==> config.mk <==
export PLATFORM = sky130hd
export DESIGN_NAME = json_string_unescape_core
export DESIGN_NICKNAME = d
export VERILOG_FILES = /design/src/jsu_pkg.sv /design/src/jsu_front.sv /design/src/jsu_queue.sv /design/src/jsu_back.sv /design/src/json_string_unescape_core.sv
export SDC_FILE = /design/constraint.sdc
export NUM_CORES = 1
export LEC_CHECK = 0
export BUFFER_PORTS_ARGS = -buffer_cell sky130_fd_sc_hd__buf_2
export CORE_ASPECT_RATIO = 1.1
export CORE_MARGIN = 2
export CORE_UTILIZATION = 45
export DETAILED_ROUTE_END_ITERATION = 12
export SYNTH_ARGS = -nofsm -noshare
export SYNTH_HDL_FRONTEND = slang
export SYNTH_SLANG_ARGS = --single-unit
==> constraint.sdc <==
create_clock -name clk -period 6.8 [get_ports clk]
set_input_delay 0 -clock clk [delete_from_list [all_inputs] [get_ports clk]]
set_output_delay 0 -clock clk [all_outputs]
set_load 0.02 [all_outputs]
==> src/jsu_pkg.sv <==
`timescale 1ns / 1ps

package jsu_pkg;

  // decoder phase, one-hot
  typedef enum logic [3:0] {
    PH_WAIT = 4'b0001,
    PH_BODY = 4'b0010,
    PH_ESC  = 4'b0100,
    PH_HEX  = 4'b1000
  } phase_t;

  // result kinds
  localparam logic [2:0] KIND_BYTE    = 3'd0;
  localparam logic [2:0] KIND_DONE    = 3'd1;
  localparam logic [2:0] KIND_NOQUOTE = 3'd2;
  localparam logic [2:0] KIND_BADESC  = 3'd3;
  localparam logic [2:0] KIND_TRUNC   = 3'd4;
  localparam logic [2:0] KIND_UNTERM  = 3'd5;

  // characters the decoder looks at
  localparam logic [7:0] CH_QUOTE  = 8'h22;
  localparam logic [7:0] CH_BSLASH = 8'h5C;
  localparam logic [7:0] CH_SLASH  = 8'h2F;
  localparam logic [7:0] CH_B      = 8'h62;
  localparam logic [7:0] CH_F      = 8'h66;
  localparam logic [7:0] CH_N      = 8'h6E;
  localparam logic [7:0] CH_R      = 8'h72;
  localparam logic [7:0] CH_T      = 8'h74;
  localparam logic [7:0] CH_U      = 8'h75;

  // control bytes produced by the simple escapes
  localparam logic [7:0] CTL_BS = 8'h08;
  localparam logic [7:0] CTL_FF = 8'h0C;
  localparam logic [7:0] CTL_LF = 8'h0A;
  localparam logic [7:0] CTL_CR = 8'h0D;
  localparam logic [7:0] CTL_HT = 8'h09;

  // utf-8 encoding constants
  localparam logic [7:0]  UTF_LEAD2 = 8'hC0;
  localparam logic [7:0]  UTF_LEAD3 = 8'hE0;
  localparam logic [7:0]  UTF_CONT  = 8'h80;
  localparam logic [5:0]  UTF_MASK  = 6'h3F;
  localparam logic [15:0] UTF_LIM1  = 16'h0080;
  localparam logic [15:0] UTF_LIM2  = 16'h0800;

  // one group of results caused by one input word
  typedef struct packed {
    logic [2:0] kind;
    logic [1:0] last_idx;   // index of the final result in the group
    logic [7:0] byte0;
    logic [7:0] byte1;
    logic [7:0] byte2;
  } pkt_t;

  // hex digit decode: bit 4 flags a valid digit
  function automatic logic [4:0] hex_digit(input logic [7:0] b);
    logic [4:0] r;
    r = 5'd0;
    if (b >= 8'h30 && b <= 8'h39) begin
      r = {1'b1, b[3:0]};
    end else if ((b >= 8'h61 && b <= 8'h66) || (b >= 8'h41 && b <= 8'h46)) begin
      r = {1'b1, b[3:0] + 4'd9};
    end
    return r;
  endfunction

  // code point to a group of one to three utf-8 bytes
  function automatic pkt_t utf8_enc(input logic [15:0] cp);
    pkt_t p;
    p = '0;
    p.kind = KIND_BYTE;
    if (cp < UTF_LIM1) begin
      p.last_idx = 2'd0;
      p.byte0    = cp[7:0];
    end else if (cp < UTF_LIM2) begin
      p.last_idx = 2'd1;
      p.byte0    = UTF_LEAD2 | {3'd0, cp[10:6]};
      p.byte1    = UTF_CONT | {2'd0, cp[5:0] & UTF_MASK};
    end else begin
      p.last_idx = 2'd2;
      p.byte0    = UTF_LEAD3 | {4'd0, cp[15:12]};
      p.byte1    = UTF_CONT | {2'd0, cp[11:6] & UTF_MASK};
      p.byte2    = UTF_CONT | {2'd0, cp[5:0] & UTF_MASK};
    end
    return p;
  endfunction

endpackage

==> src/jsu_front.sv <==
`timescale 1ns / 1ps

module jsu_front (
  input  logic          clk,
  input  logic          rst_n,
  input  logic          in_valid,
  output logic          in_ready,
  input  logic [7:0]    text_byte,
  input  logic          end_of_text,
  input  logic          q_full,
  output logic          push,
  output jsu_pkg::pkt_t push_pkt
);

  jsu_pkg::phase_t phase_r, phase_nxt;
  logic [1:0]      hex_cnt_r, hex_cnt_nxt;
  logic [15:0]     cp_r, cp_nxt;
  logic            hex_stop_r, hex_stop_nxt;
  logic            emit;
  logic [4:0]      hd;
  logic [15:0]     cp_upd;
  logic            acc;

  assign in_ready = !q_full;
  assign acc      = in_valid && !q_full;
  assign push     = acc && emit;
  assign hd       = jsu_pkg::hex_digit(text_byte);

  // code point with this byte folded in
  always_comb begin
    cp_upd = cp_r;
    if (!hex_stop_r && hd[4]) begin
      cp_upd = {cp_r[11:0], hd[3:0]};
    end
  end

  // classify the word and build its result group
  always_comb begin
    phase_nxt    = phase_r;
    hex_cnt_nxt  = hex_cnt_r;
    cp_nxt       = cp_r;
    hex_stop_nxt = hex_stop_r;
    emit         = 1'b0;
    push_pkt     = '0;
    push_pkt.kind = jsu_pkg::KIND_BYTE;
    unique case (phase_r)
      jsu_pkg::PH_BODY: begin
        if (end_of_text) begin
          emit = 1'b1;
          push_pkt.kind = jsu_pkg::KIND_UNTERM;
          phase_nxt = jsu_pkg::PH_WAIT;
        end else if (text_byte == jsu_pkg::CH_QUOTE) begin
          emit = 1'b1;
          push_pkt.kind = jsu_pkg::KIND_DONE;
          phase_nxt = jsu_pkg::PH_WAIT;
        end else if (text_byte == jsu_pkg::CH_BSLASH) begin
          phase_nxt = jsu_pkg::PH_ESC;
        end else begin
          emit = 1'b1;
          push_pkt.byte0 = text_byte;
        end
      end
      jsu_pkg::PH_ESC: begin
        if (end_of_text) begin
          emit = 1'b1;
          push_pkt.kind = jsu_pkg::KIND_UNTERM;
          phase_nxt = jsu_pkg::PH_WAIT;
        end else begin
          phase_nxt = jsu_pkg::PH_BODY;
          emit = 1'b1;
          case (text_byte)
            jsu_pkg::CH_QUOTE:  push_pkt.byte0 = jsu_pkg::CH_QUOTE;
            jsu_pkg::CH_BSLASH: push_pkt.byte0 = jsu_pkg::CH_BSLASH;
            jsu_pkg::CH_SLASH:  push_pkt.byte0 = jsu_pkg::CH_SLASH;
            jsu_pkg::CH_B:      push_pkt.byte0 = jsu_pkg::CTL_BS;
            jsu_pkg::CH_F:      push_pkt.byte0 = jsu_pkg::CTL_FF;
            jsu_pkg::CH_N:      push_pkt.byte0 = jsu_pkg::CTL_LF;
            jsu_pkg::CH_R:      push_pkt.byte0 = jsu_pkg::CTL_CR;
            jsu_pkg::CH_T:      push_pkt.byte0 = jsu_pkg::CTL_HT;
            jsu_pkg::CH_U: begin
              emit = 1'b0;
              phase_nxt = jsu_pkg::PH_HEX;
              hex_cnt_nxt = 2'd0;
              cp_nxt = 16'd0;
              hex_stop_nxt = 1'b0;
            end
            default: begin
              push_pkt.kind = jsu_pkg::KIND_BADESC;
              phase_nxt = jsu_pkg::PH_WAIT;
            end
          endcase
        end
      end
      jsu_pkg::PH_HEX: begin
        if (end_of_text) begin
          emit = 1'b1;
          push_pkt.kind = jsu_pkg::KIND_TRUNC;
          phase_nxt = jsu_pkg::PH_WAIT;
        end else if (hex_cnt_r == 2'd3) begin
          // fourth byte: encode and go back to the body
          emit = 1'b1;
          push_pkt = jsu_pkg::utf8_enc(cp_upd);
          hex_cnt_nxt = 2'd0;
          cp_nxt = 16'd0;
          hex_stop_nxt = 1'b0;
          phase_nxt = jsu_pkg::PH_BODY;
        end else begin
          cp_nxt = cp_upd;
          hex_stop_nxt = hex_stop_r | !hd[4];
          hex_cnt_nxt = hex_cnt_r + 2'd1;
        end
      end
      default: begin
        // waiting for an opening quote
        if (!end_of_text && text_byte == jsu_pkg::CH_QUOTE) begin
          phase_nxt = jsu_pkg::PH_BODY;
        end else begin
          phase_nxt = jsu_pkg::PH_WAIT;
          emit = 1'b1;
          push_pkt.kind = jsu_pkg::KIND_NOQUOTE;
        end
      end
    endcase
  end

  // decoder state
  always_ff @(posedge clk) begin
    if (!rst_n) begin
      phase_r    <= jsu_pkg::PH_WAIT;
      hex_cnt_r  <= 2'd0;
      cp_r       <= 16'd0;
      hex_stop_r <= 1'b0;
    end else if (acc) begin
      phase_r    <= phase_nxt;
      hex_cnt_r  <= hex_cnt_nxt;
      cp_r       <= cp_nxt;
      hex_stop_r <= hex_stop_nxt;
    end
  end

endmodule

==> src/jsu_queue.sv <==
`timescale 1ns / 1ps

module jsu_queue #(
  parameter int DEPTH = 4
) (
  input  logic          clk,
  input  logic          rst_n,
  input  logic          push,
  input  jsu_pkg::pkt_t push_pkt,
  output logic          full,
  input  logic          pop,
  output logic          head_valid,
  output jsu_pkg::pkt_t head_pkt
);

  localparam int AW = (DEPTH > 1) ? $clog2(DEPTH) : 1;
  localparam int CW = $clog2(DEPTH + 1);
  localparam logic [AW-1:0] LAST_PTR = AW'(DEPTH - 1);
  localparam logic [CW-1:0] FULL_CNT = CW'(DEPTH);

  jsu_pkg::pkt_t  mem_r [DEPTH];
  logic [AW-1:0]  wr_ptr_r, wr_ptr_nxt;
  logic [AW-1:0]  rd_ptr_r, rd_ptr_nxt;
  logic [CW-1:0]  cnt_r, cnt_nxt;
  logic           do_push, do_pop;

  assign full       = (cnt_r == FULL_CNT);
  assign head_valid = (cnt_r != '0);
  assign head_pkt   = mem_r[rd_ptr_r];
  assign do_push    = push && !full;
  assign do_pop     = pop && head_valid;

  // pointer and fill count
  always_comb begin
    wr_ptr_nxt = wr_ptr_r;
    rd_ptr_nxt = rd_ptr_r;
    cnt_nxt    = cnt_r;
    if (do_push) begin
      wr_ptr_nxt = (wr_ptr_r == LAST_PTR) ? '0 : wr_ptr_r + AW'(1);
    end
    if (do_pop) begin
      rd_ptr_nxt = (rd_ptr_r == LAST_PTR) ? '0 : rd_ptr_r + AW'(1);
    end
    if (do_push && !do_pop) begin
      cnt_nxt = cnt_r + CW'(1);
    end else if (do_pop && !do_push) begin
      cnt_nxt = cnt_r - CW'(1);
    end
  end

  always_ff @(posedge clk) begin
    if (!rst_n) begin
      wr_ptr_r <= '0;
      rd_ptr_r <= '0;
      cnt_r    <= '0;
    end else begin
      wr_ptr_r <= wr_ptr_nxt;
      rd_ptr_r <= rd_ptr_nxt;
      cnt_r    <= cnt_nxt;
    end
  end

  // storage
  always_ff @(posedge clk) begin
    if (do_push) begin
      mem_r[wr_ptr_r] <= push_pkt;
    end
  end

endmodule

==> src/jsu_back.sv <==
`timescale 1ns / 1ps

module jsu_back (
  input  logic          clk,
  input  logic          rst_n,
  input  logic          head_valid,
  input  jsu_pkg::pkt_t head_pkt,
  output logic          pop,
  output logic          out_valid,
  input  logic          out_ready,
  output logic [7:0]    out_byte,
  output logic [2:0]    out_kind,
  output logic          out_last
);

  jsu_pkg::pkt_t pkt_r;
  logic          busy_r, busy_nxt;
  logic [1:0]    idx_r, idx_nxt;
  logic          ovalid_r, ovalid_nxt;
  logic [7:0]    obyte_r;
  logic [2:0]    okind_r;
  logic          olast_r;
  logic          adv;
  logic          fin;
  logic [7:0]    cur_byte;

  // one result per cycle, while the output register is empty or being read, from the working group into it
  assign adv = busy_r && (!ovalid_r || out_ready);
  assign fin = (idx_r == pkt_r.last_idx);
  assign pop = head_valid && (!busy_r || (adv && fin));

  always_comb begin
    case (idx_r)
      2'd0:    cur_byte = pkt_r.byte0;
      2'd1:    cur_byte = pkt_r.byte1;
      default: cur_byte = pkt_r.byte2;
    endcase
  end

  always_comb begin
    busy_nxt = busy_r;
    idx_nxt  = idx_r;
    if (pop) begin
      busy_nxt = 1'b1;
      idx_nxt  = 2'd0;
    end else if (adv && fin) begin
      busy_nxt = 1'b0;
    end else if (adv) begin
      idx_nxt = idx_r + 2'd1;
    end
    ovalid_nxt = adv ? 1'b1 : (out_ready ? 1'b0 : ovalid_r);
  end

  always_ff @(posedge clk) begin
    if (!rst_n) begin
      busy_r   <= 1'b0;
      idx_r    <= 2'd0;
      ovalid_r <= 1'b0;
    end else begin
      busy_r   <= busy_nxt;
      idx_r    <= idx_nxt;
      ovalid_r <= ovalid_nxt;
    end
  end

  // payload registers
  always_ff @(posedge clk) begin
    if (pop) begin
      pkt_r <= head_pkt;
    end
    if (adv) begin
      obyte_r <= cur_byte;
      okind_r <= pkt_r.kind;
      olast_r <= fin;
    end
  end

  assign out_valid = ovalid_r;
  assign out_byte  = obyte_r;
  assign out_kind  = okind_r;
  assign out_last  = olast_r;

endmodule

==> src/json_string_unescape_core.sv <==
`timescale 1ns / 1ps
// channel   dir  tdata              tuser              tlast
// in_       in   [7:0] text_byte    [0] end_of_text    -
// out_      out  [7:0] out_byte     [2:0] kind         last result of the input word
//
// one input word is taken per cycle while the result queue has room
// a word yields zero to three results; results leave one per cycle while out_tready is high,
// so a \u escape that encodes to three bytes holds the output for all three of its results
// a first result passes through the queue, the working group register and the output register
// rst_n is synchronous, active low, and returns the decoder to waiting for a quote
// either side may stall; the queue and the output register decouple them

module json_string_unescape_core #(
  parameter int QUEUE_DEPTH = 4
) (
  input  logic       clk,
  input  logic       rst_n,
  input  logic       in_tvalid,
  output logic       in_tready,
  input  logic [7:0] in_tdata,   // [7:0] text_byte
  input  logic       in_tuser,   // [0] end_of_text
  output logic       out_tvalid,
  input  logic       out_tready,
  output logic [7:0] out_tdata,  // [7:0] out_byte
  output logic [2:0] out_tuser,  // [2:0] kind
  output logic       out_tlast
);

  logic          push;
  jsu_pkg::pkt_t push_pkt;
  logic          q_full;
  logic          pop;
  logic          head_valid;
  jsu_pkg::pkt_t head_pkt;

  // front: accept and classify words
  jsu_front u_front (
    .clk         (clk),
    .rst_n       (rst_n),
    .in_valid    (in_tvalid),
    .in_ready    (in_tready),
    .text_byte   (in_tdata),
    .end_of_text (in_tuser),
    .q_full      (q_full),
    .push        (push),
    .push_pkt    (push_pkt)
  );

  // result groups in flight
  jsu_queue #(
    .DEPTH (QUEUE_DEPTH)
  ) u_queue (
    .clk        (clk),
    .rst_n      (rst_n),
    .push       (push),
    .push_pkt   (push_pkt),
    .full       (q_full),
    .pop        (pop),
    .head_valid (head_valid),
    .head_pkt   (head_pkt)
  );

  // back: serialize groups onto the output
  jsu_back u_back (
    .clk        (clk),
    .rst_n      (rst_n),
    .head_valid (head_valid),
    .head_pkt   (head_pkt),
    .pop        (pop),
    .out_valid  (out_tvalid),
    .out_ready  (out_tready),
    .out_byte   (out_tdata),
    .out_kind   (out_tuser),
    .out_last   (out_tlast)
  );

endmodule
==> results.cfg, run 1 <==
[yosys]
synth.top_cell.area_share_pct = 53.3
synthArstFlopShare_pct = 0
ys_ff_latch = 176
synth_edf_count = 142
synth_top_area_cell = edfxtp_1
synth_top_flop_cell = edfxtp_1
yosys-top-cells-area = edfxtp_1 (53%), dfxtp_1 (8.5%), mux4_2 (7.3%), nand2_1 (2.4%), ha_1 (2.2%)
syn_area_um2 = 8000
synth_cells = 578
synthesis.nets = 606
synth_cell_types = 78
avgSynthCellArea_um2 = 13.8
seq_area_frac_synth_pct = 61.8
yosysWarnings = 0

[global_routing]
grt_pass1_wl_um = 26300
globalRouteTotalUtil_pct = 18.3
grt_pass1_vias = 4877
antenna_found_initial = 0
grt-ovfl-total = 0
grt_max_degree = 30

[placed_design]
dp_slack_ps = 3750
placed_cell_area_um2 = 8350
dp.cells = 821
hpwl_um = 10900
gp_congestion = 0.904
numPortBuffers = 26

[die]
start_util_pct = 45.6
dieHeight_um = 144
rows = 51
die_x_um = 131
core_um2 = 17500
dieArea_um2 = 18900
io_pins = 27

[timing]
slew_violations = 0
timing_hold_violations_final = 0
slew_headroom_pct = 30.9
finClkSkew_ps = 9.24
postLayoutSetupSlackWorst_ps = 3820
setup_viol = 0
fin_crit_sh_pct = 43.8
fin_crit_ps = 2980
tightest_slew_ps = 1040
rsz0062_at_grt = no
clock.fmax_mhz = 336
setup_tns_ps = 0

[final_layout]
stdcell_area_um2 = 8890
diodes = 0
utilization_pct = 50.6
seq_area_um2 = 4950
fillers = 1484
multi_input_area_um2 = 2880
final_cells = 854
nets = 631
syn_to_final_growth_pct = 11.0
drive_above_1_share_pct = 18.5

[critical_path]
startpoint_type = register
endpoint_kind = register
required_ps = 7140
path_max_fanout = 9
crit_type = register to register
cp_data_arrival_time_ps = 3320

[routing]
ant_nets = 0
vias = 4790
viasPerCell = 5.61
wl_per_cell_um = 19.0
drt-total-wl_um = 16300
drt_iter0_markers = 424
drcViolationCount = 0
drtPass1Iterations = 4

[cts]
cts.sinks = 176
clk_path_buf_depth = 2
clock-root-buffer = clkbuf_16
clk_latency_ps = 420
cts_made_buffers = 17
clk_transition_reported_paths_ps = 60
h-tree-depth = 4
cts_tree = yes

[power]
p_leak_nw = 3.17
peakVddDrop_uv = 186
power_density_nw_per_um2 = 336

[job]
maxCapViolCount = 0

[outcome]
status = finished clean

[min_path]
hold_path_class = input pin to register
## synthesized netlist by cell type (all sizes together), types with 5 or more instances
cell type and count:
a21boi 5, a21o 5, a21oi 25, a221o 5, a22o 11, a22oi 8, and2 17, and3 5
buf 11, clkbuf 16, dfxtp 34, edfxtp 142, ha 14, inv 14, mux2i 15, mux4 26
nand2 54, nand2b 6, nand3 12, nor2 36, nor2b 7, nor3 16, o21ai 27, o22ai 6
or3 5, xnor2 5
## cells in the final DEF, fill, tap and decap left out, types with 4 or more instances in the layout
| cell | synthesis | layout |
|---|---|---|
| o21ai_1 | 9 | 9 |
| nand3_1 | 12 | 12 |
| a22o_1 | 11 | 11 |
| xnor2_1 | 5 | 5 |
| nand2b_1 | 5 | 5 |
| nor3_1 | 14 | 14 |
| o22ai_1 | 6 | 6 |
| nor2_1 | 33 | 33 |
| buf_2 | 6 | 26 |
| o21ai_0 | 18 | 18 |
| a21boi_0 | 4 | 4 |
| ha_1 | 14 | 14 |
| nand2_1 | 52 | 52 |
| a21oi_1 | 21 | 21 |
| mux2i_1 | 14 | 14 |
| dfxtp_1 | 34 | 33 |
| or3_1 | 5 | 5 |
| edfxtp_1 | 142 | 142 |
| a221o_1 | 5 | 5 |
| a21o_1 | 5 | 5 |
| inv_1 | 14 | 14 |
| buf_4 | 3 | 6 |
| nor2b_1 | 6 | 6 |
| and2_1 | 17 | 17 |
| mux4_2 | 26 | 26 |
| and3_1 | 5 | 5 |
| clkbuf_16 | 0 | 17 |
| a22oi_1 | 8 | 8 |
| clkinv_2 | 0 | 4 |
| clkbuf_1 | 16 | 6 |
## per-layer routing
| layer | wire length [um] | part of all wire (%) | up-vias | global-route usage [%] |
|---|---|---|---|---|
| met4 | 437 | 2.7 | 0 | 8.12 |
| met3 | 612 | 3.8 | 30 | 3.07 |
| met2 | 7880 | 48 | 150 | 31.1 |
| met5 | 0 | 0 | - | 0 |
| li1 | - | - | 2261 | - |
| met1 | 7320 | 45 | 2349 | 23.3 |
## power by group
group | internal (mW) | switching [mW] | leakage [nW] | total, mW
clock | 0.494 | 0.374 | 0.258 | 0.869
combinational | 0.258 | 0.341 | 1.19 | 0.598
sequential | 1.42 | 0.102 | 1.72 | 1.52
total | 2.17 | 0.817 | 3.17 | 2.99
## sequential cells by signal, summed over array words and instances (netlist names)
signal	cells
u_back.out_valid	1
u_back.out_last	1
u_back.out_kind	3
u_back.pkt_r	26
u_back.out_byte	8
u_front.hex_stop_r	1
u_queue.mem_r	104
u_front.hex_cnt_r	2
u_back.busy_r	1
u_back.idx_r	2
u_front.phase_r	4
u_front.cp_r	16
u_queue.wr_ptr_r	2
u_queue.cnt_r	3
u_queue.rd_ptr_r	2
## layout make-up
type / instances / area share (%)
Sequential cell: 176 / 55.7
Multi-Input combinational cell: 361 / 32.4
Clock buffer: 26 / 5.51
Tap cell: 238 / 3.35
Timing Repair Buffer: 33 / 2.08
Inverter: 14 / 0.591
Clock inverter: 6 / 0.408
## critical path, cell delays in order (launching register included)
cell,delay [ps]
dfxtp_1,520
nor4b_4,370
and2_1,180
a221o_1,110
o21ai_1,70
a21oi_2,320
ha_1,260
inv_1,60
fa_1,370
xor2_1,160
or3_1,300
a21boi_0,170
## what timing repair did
item	in CTS	in global routing
hold endpoints to repair	1	0
gates resized for setup	0	0
hold buffers	1	0
buffers inserted	0	0
## final timing paths
kind | start | endpoint | slack (ps) | cells after the start
min reg2reg | u_back.pkt_r[26] | u_back.out_kind[0] | 420 | 0
min | in_tdata[7] | u_queue.mem_r[1][23] | 80 | 2
max | u_front.phase_r[3] | u_queue.cnt_r[2] | 3820 | 11
max reg2reg | u_front.phase_r[3] | u_queue.cnt_r[2] | 3820 | 11
## kinds of logic (layout without fill, tap and decap cells)
group | Yosys count | in the layout | share of synthesized area [%]
simple gates | 179 | 179 | 12.7
flops | 176 | 176 | 61.8
compound gates | 115 | 115 | 10.2
mux | 45 | 45 | 9.80
buf+inv | 41 | 79 | 2.25
fa+ha+maj | 15 | 15 | 2.44
xor+xnor | 7 | 7 | 0.766
## per-stage QoR
step           hold WS, ps  power (mW)
6_report              83.6        2.99
5_1_grt               88.0        3.14
4_1_cts               32.2        3.03
3_5_place_dp           345        2.16
3_3_place_gp           339        2.14
2_1_floorplan          140        1.97
Note: power is estimated with default switching activity, not from simulation.
==> run 2: changes to the inputs <==
clock period = 2.55 ns   (was 6.8 ns; I/O delays follow)
==> run 2 against run 1 <==
  * Critical path depth unchanged
  * Sequential power grew to 2.6 times the previous value
  * Setup slack got worse by 3700 ps
  * Fmax up 21%
  * Routed wire length up 2.2%
  * Sequential share of layout area decreased by 2.1 points
  * Die area is the same
  * Clock power grew to 3.2 times the previous value
  * Utilization up 2.1 points
==> results.cfg, run 2 (synthesis gave the netlist of run 1 again) <==
[job]
maxCapViolCount = 0

[timing]
slew_violations = 0
rsz0062_at_grt = yes
finClkSkew_ps = 10.8
clock.fmax_mhz = 406
tightest_slew_ps = 746
slew_headroom_pct = 49.8
setup_tns_ps = 0
fin_crit_ps = 2460
timing_hold_violations_final = 0
fin_crit_sh_pct = 96.7
setup_viol = 0
postLayoutSetupSlackWorst_ps = 85.1

[final_layout]
reg_top3 = u_queue.mem_r x104, u_back.pkt_r x26, u_front.cp_r x16
nets = 657
multi_input_area_um2 = 2890
stdcell_area_um2 = 9260
drive_above_1_share_pct = 23.8
syn_to_final_growth_pct = 15.7
final_cell_mix = edfxtp_1 (142), nand2_1 (52), nor2_1 (33)
layout_commonest_cell = edfxtp_1
fillers = 1479
largest_reg_flops = 104
top_register = u_queue.mem_r
diodes = 0
seq_area_um2 = 4960

[global_routing]
antenna_found_initial = 0
grt-ovfl-total = 0
grt_pass1_vias = 4917
grt_pass1_wl_um = 26600
globalRouteTotalUtil_pct = 18.3
grt_max_degree = 29

[die]
dieHeight_um = 144
rows = 51
io_pins = 27
dieArea_um2 = 18900
start_util_pct = 45.6
die_x_um = 131
core_um2 = 17500

[placed_design]
hpwl_um = 11200
placed_cell_area_um2 = 8590
numPortBuffers = 26
dp_slack_ps = 28.0
gp_congestion = 0.903

[min_path]
min_path_cells = 2
hold_path_class = input pin to register
min_from = in_tdata[6]
hold-path-endpoint = u_queue.mem_r[0][22]

[routing]
wl_met3_um = 630
viasPerCell = 5.60
drtPass1Iterations = 5
vias = 4927
wl_met1_um = 7300
drt_iter0_markers = 477
wl_met2_um = 8430
wl_per_cell_um = 18.9
ant_nets = 0
drt-total-wl_um = 16600
top_layer_used = met4
drcViolationCount = 0

[outcome]
status = finished clean

[critical_path]
regToRegEndpoint = u_queue.cnt_r[2]
startpoint_type = register
path_max_fanout = 7
endpoint_kind = register
worstSetupStartpoint = u_front.phase_r[1]
cpMostUsedCell = xor2_1
rr_worst_depth = 11
r2r_start = u_front.phase_r[1]
cpPeakStageDelay_ps = 450
required_ps = 2910
worstPathCellList = xor2_1 -> nor2_1 -> nor3_2 -> o21ai_2 -> a21oi_2 -> ha_2 -> inv_2 -> fa_2 -> xor2_1 -> or3_1 -> a21boi_1
cp_data_arrival_time_ps = 2820
rrSetupSlack_ps = 90
crit_type = register to register
critPathSlowestCell = dfxtp_2

[cts]
clk_path_buf_depth = 2
cts.sinks = 176
cts_made_buffers = 17
clk_latency_ps = 420
clock-root-buffer = clkbuf_16
h-tree-depth = 4
clk_transition_reported_paths_ps = 70
cts_tree = yes

[power]
p_leak_nw = 3.34
power_density_nw_per_um2 = 924
peakVddDrop_uv = 505
## run 2: changes by cell type in the layout (fill, tap and decap cells not counted), sizes merged
cell,delta
buf,+26
bufinv,+4
clkbuf,-8
clkinv,-4
clkinvlp,+3
inv,+5
## run 2: layout make-up
class,count,share of cell area [%]
timing repair buffer,59,4.65
multi-input combinational,361,31.2
clock inverter,14,2.18
sequential,176,53.6
inverter,14,0.568
tap,238,3.22
clock buffer,18,4.64
## run 2: worst max path at each step
stage | to | slack, ps
detailed placement | u_queue.cnt_r[2] | 30
finish | u_queue.cnt_r[2] | 90
global route | u_queue.cnt_r[2] | -20
global placement | u_queue.cnt_r[2] | 140
CTS | u_queue.cnt_r[2] | 10
floorplan | u_queue.cnt_r[2] | 40
## run 2: power breakdown
part	switching [mW]	internal (mW)	leakage [nW]
clock network	1.10	1.66	0.296
registers	0.173	3.76	1.72
logic	1.05	0.814	1.33
## run 2: repair_timing
action / 4_1_cts / 5_1_grt
resized for setup: 0 / 4
setup buffers: 0 / 3
hold buffers: 1 / 0
hold endpoints to repair: 1 / 0
endpoints found under the setup margin: 0 / 2
## run 2: metrics by stage
step	utilization, %	hold slack (ps)	std cells	power [mW]
finish	52.8	57.4	880	8.56
global route	52.8	59.6	880	8.96
CTS	52.6	29.0	877	8.65
detailed placement	48.9	342	844	5.89
global placement	48.9	338	844	5.84
floorplan	-	140	578	5.25
## run 2: layer usage
layer	track usage, %	vias to the layer above
li1	-	2314
met1	23.1	2464
met2	31.6	127
met3	3.67	22
met4	7.15	0
met5	0	-
## run 2: critical path: cells and delay by family (launching register included)
family	cells	cell delay, ps
AOI/OAI and AO/OA	3	390
xor gates and xnor gates	2	340
adders and majority gates	2	540
buffers and inverters	1	40
DFF	1	450
and+or+nand+nor	3	640
==> run 3: changes to the inputs <==
CAP_MARGIN = 20   (was default)
CORE_UTILIZATION = 56   (was 45)
PLACE_DENSITY = 0.76   (was default)
==> run 3 against run 2 <==
  * Register-to-register slack lost 60 ps
  * First-iteration DRC count grew 1.5%
  * Setup slack lost 59 ps
  * Sequential cell count is the same
  * Non-clock buffer count shrank 1
  * Cell area shrank 1.1%
  * Sequential power grew 1%
  * Final cell count shrank 5.8%
  * Via count grew 0.95%
  * Die area shrank 19%
  * Count of clock-buffer cells in the layout is the same
  * Utilization grew 13 points
  * Critical endpoint unchanged
  * Largest power group unchanged
  * Highest routed layer unchanged
==> results.cfg, run 3 (synthesis gave the netlist of run 1 again) <==
[placed_design]
placed_cell_area_um2 = 8520
numPortBuffers = 26
hpwl_um = 11200
gp_congestion = 0.934
dp_slack_ps = 19.0

[routing]
drcViolationCount = 0
wl_per_cell_um = 20.0
vias = 4974
drt-total-wl_um = 16500
viasPerCell = 6.00
drtPass1Iterations = 5
ant_nets = 0
drt_iter0_markers = 484

[global_routing]
busiest_layer = met2
grt_pass1_wl_um = 26700
use_met3_pct = 3.39
antenna_found_initial = 0
grt_max_degree = 29
grt-ovfl-total = 0
grtUsageMet1_pct = 29.4
globalRouteTotalUtil_pct = 22.8
met2_usage_pct = 39.4
grt_pass1_vias = 5000

[cts]
clk_latency_ps = 420
clk_transition_reported_paths_ps = 70
cts_tree = yes
cts.sinks = 176
h-tree-depth = 4
clock-root-buffer = clkbuf_16
cts_made_buffers = 17
clk_path_buf_depth = 2

[power]
p_leak_nw = 3.33
power_density_nw_per_um2 = 911
power_mw = 8.34
peakVddDrop_uv = 460

[timing]
clock.fmax_mhz = 396
fin_crit_ps = 2520
rsz0062_at_grt = yes
postLayoutSetupSlackWorst_ps = 26.2
setup_viol = 0
timing_hold_violations_final = 0
finClkSkew_ps = 8.97
slew_violations = 0
tightest_slew_ps = 904
fin_crit_sh_pct = 99.0
slew_headroom_pct = 39.2
setup_tns_ps = 0

[final_layout]
stdcell_area_um2 = 9160
syn_to_final_growth_pct = 14.4
top_register = u_queue.mem_r
final_cell_mix = edfxtp_1 (142), nand2_1 (52), nor2_1 (33)
layout_commonest_cell = edfxtp_1
reg_top3 = u_queue.mem_r x104, u_back.pkt_r x26, u_front.cp_r x16
nets = 656
fillers = 979
drive_above_1_share_pct = 23.7
diodes = 0
largest_reg_flops = 104

[job]
maxCapViolCount = 0

[critical_path]
startpoint_type = register
endpoint_kind = register
cp_data_arrival_time_ps = 2870
worstPathCellList = nor4b_4 -> a221o_1 -> o21ai_2 -> a21oi_2 -> ha_2 -> inv_2 -> fa_2 -> xor2_1 -> or3_1 -> a21boi_1
critPathSlowestCell = dfxtp_4
cpPeakStageDelay_ps = 390
path_max_fanout = 7
crit_buf_inv = 1
crit_family = simple AND/OR/NAND/NOR gates
required_ps = 2900
crit_type = register to register

[min_path]
hold_path_class = input pin to register

[die]
core_um2 = 13900
start_util_pct = 57.6
dieHeight_um = 129
dieArea_um2 = 15300
rows = 45
die_x_um = 118
io_pins = 27

[outcome]
status = finished clean
## run 3: cell count changes in the layout (fill, tap and decap cells not counted), sizes merged
cell / change
clkinv: +3
bufinv: -2
buf: -1
clkinvlp: -1
## run 3: worst register-to-register path, stage by stage (launching register included)
cell and delay (ps):
dfxtp_4 390, nor4b_4 370, a221o_1 250, o21ai_2 70
a21oi_2 190, ha_2 210, inv_2 40, fa_2 330
xor2_1 160, or3_1 310, a21boi_1 130
## run 3: final timing paths
| kind | startpoint | end | slack, ps | cells after the start |
|---|---|---|---|---|
| setup / recovery | u_front.phase_r[1] | u_queue.cnt_r[2] | 30 | 10 |
| hold / removal | in_tdata[7] | u_queue.mem_r[2][23] | 70 | 2 |
| setup reg to reg | u_front.phase_r[1] | u_queue.cnt_r[2] | 30 | 10 |
| hold reg to reg | u_back.pkt_r[27] | u_back.out_kind[1] | 430 | 0 |
## run 3: what timing repair did
item | 4_1_cts | 5_1_grt
endpoints found under the hold margin | 1 | 0
hold buffers | 1 | 0
buffers inserted | 0 | 4
setup endpoints to repair | 0 | 2
gates resized for setup | 0 | 4
## run 3: cell type report
type / count / area [um2] / area share [%]
flip-flops and latches: 176 / 4960 / 54.1
multi-input cells: 361 / 2890 / 31.5
repair buffers: 58 / 435 / 4.75
clock buffers: 18 / 429 / 4.69
well taps: 188 / 235 / 2.57
clock inverters: 14 / 159 / 1.74
inverters: 14 / 52.6 / 0.574
## run 3: where the power goes
group | total, mW | switching (mW) | internal, mW
sequential | 3.99 | 0.218 | 3.77
clock | 2.56 | 1.09 | 1.46
combinational | 1.80 | 1.02 | 0.781
total | 8.34 | 2.33 | 6.01
## run 3: through the flow
step | utilization, % | hold WS (ps) | std cells
final | 65.8 | 69.1 | 829
after floorplan | - | 140 | 578
after CTS | 65.6 | 35.7 | 825
after detailed placement | 61.3 | 354 | 792
after global placement | 61.3 | 332 | 792
after global routing | 65.8 | 82.5 | 829
## run 3: routing by layer
layer	part of all wire, %	vias up
li1	-	2316
met1	42	2442
met2	51	184
met3	4.5	32
met4	2.5	0
met5	0	-
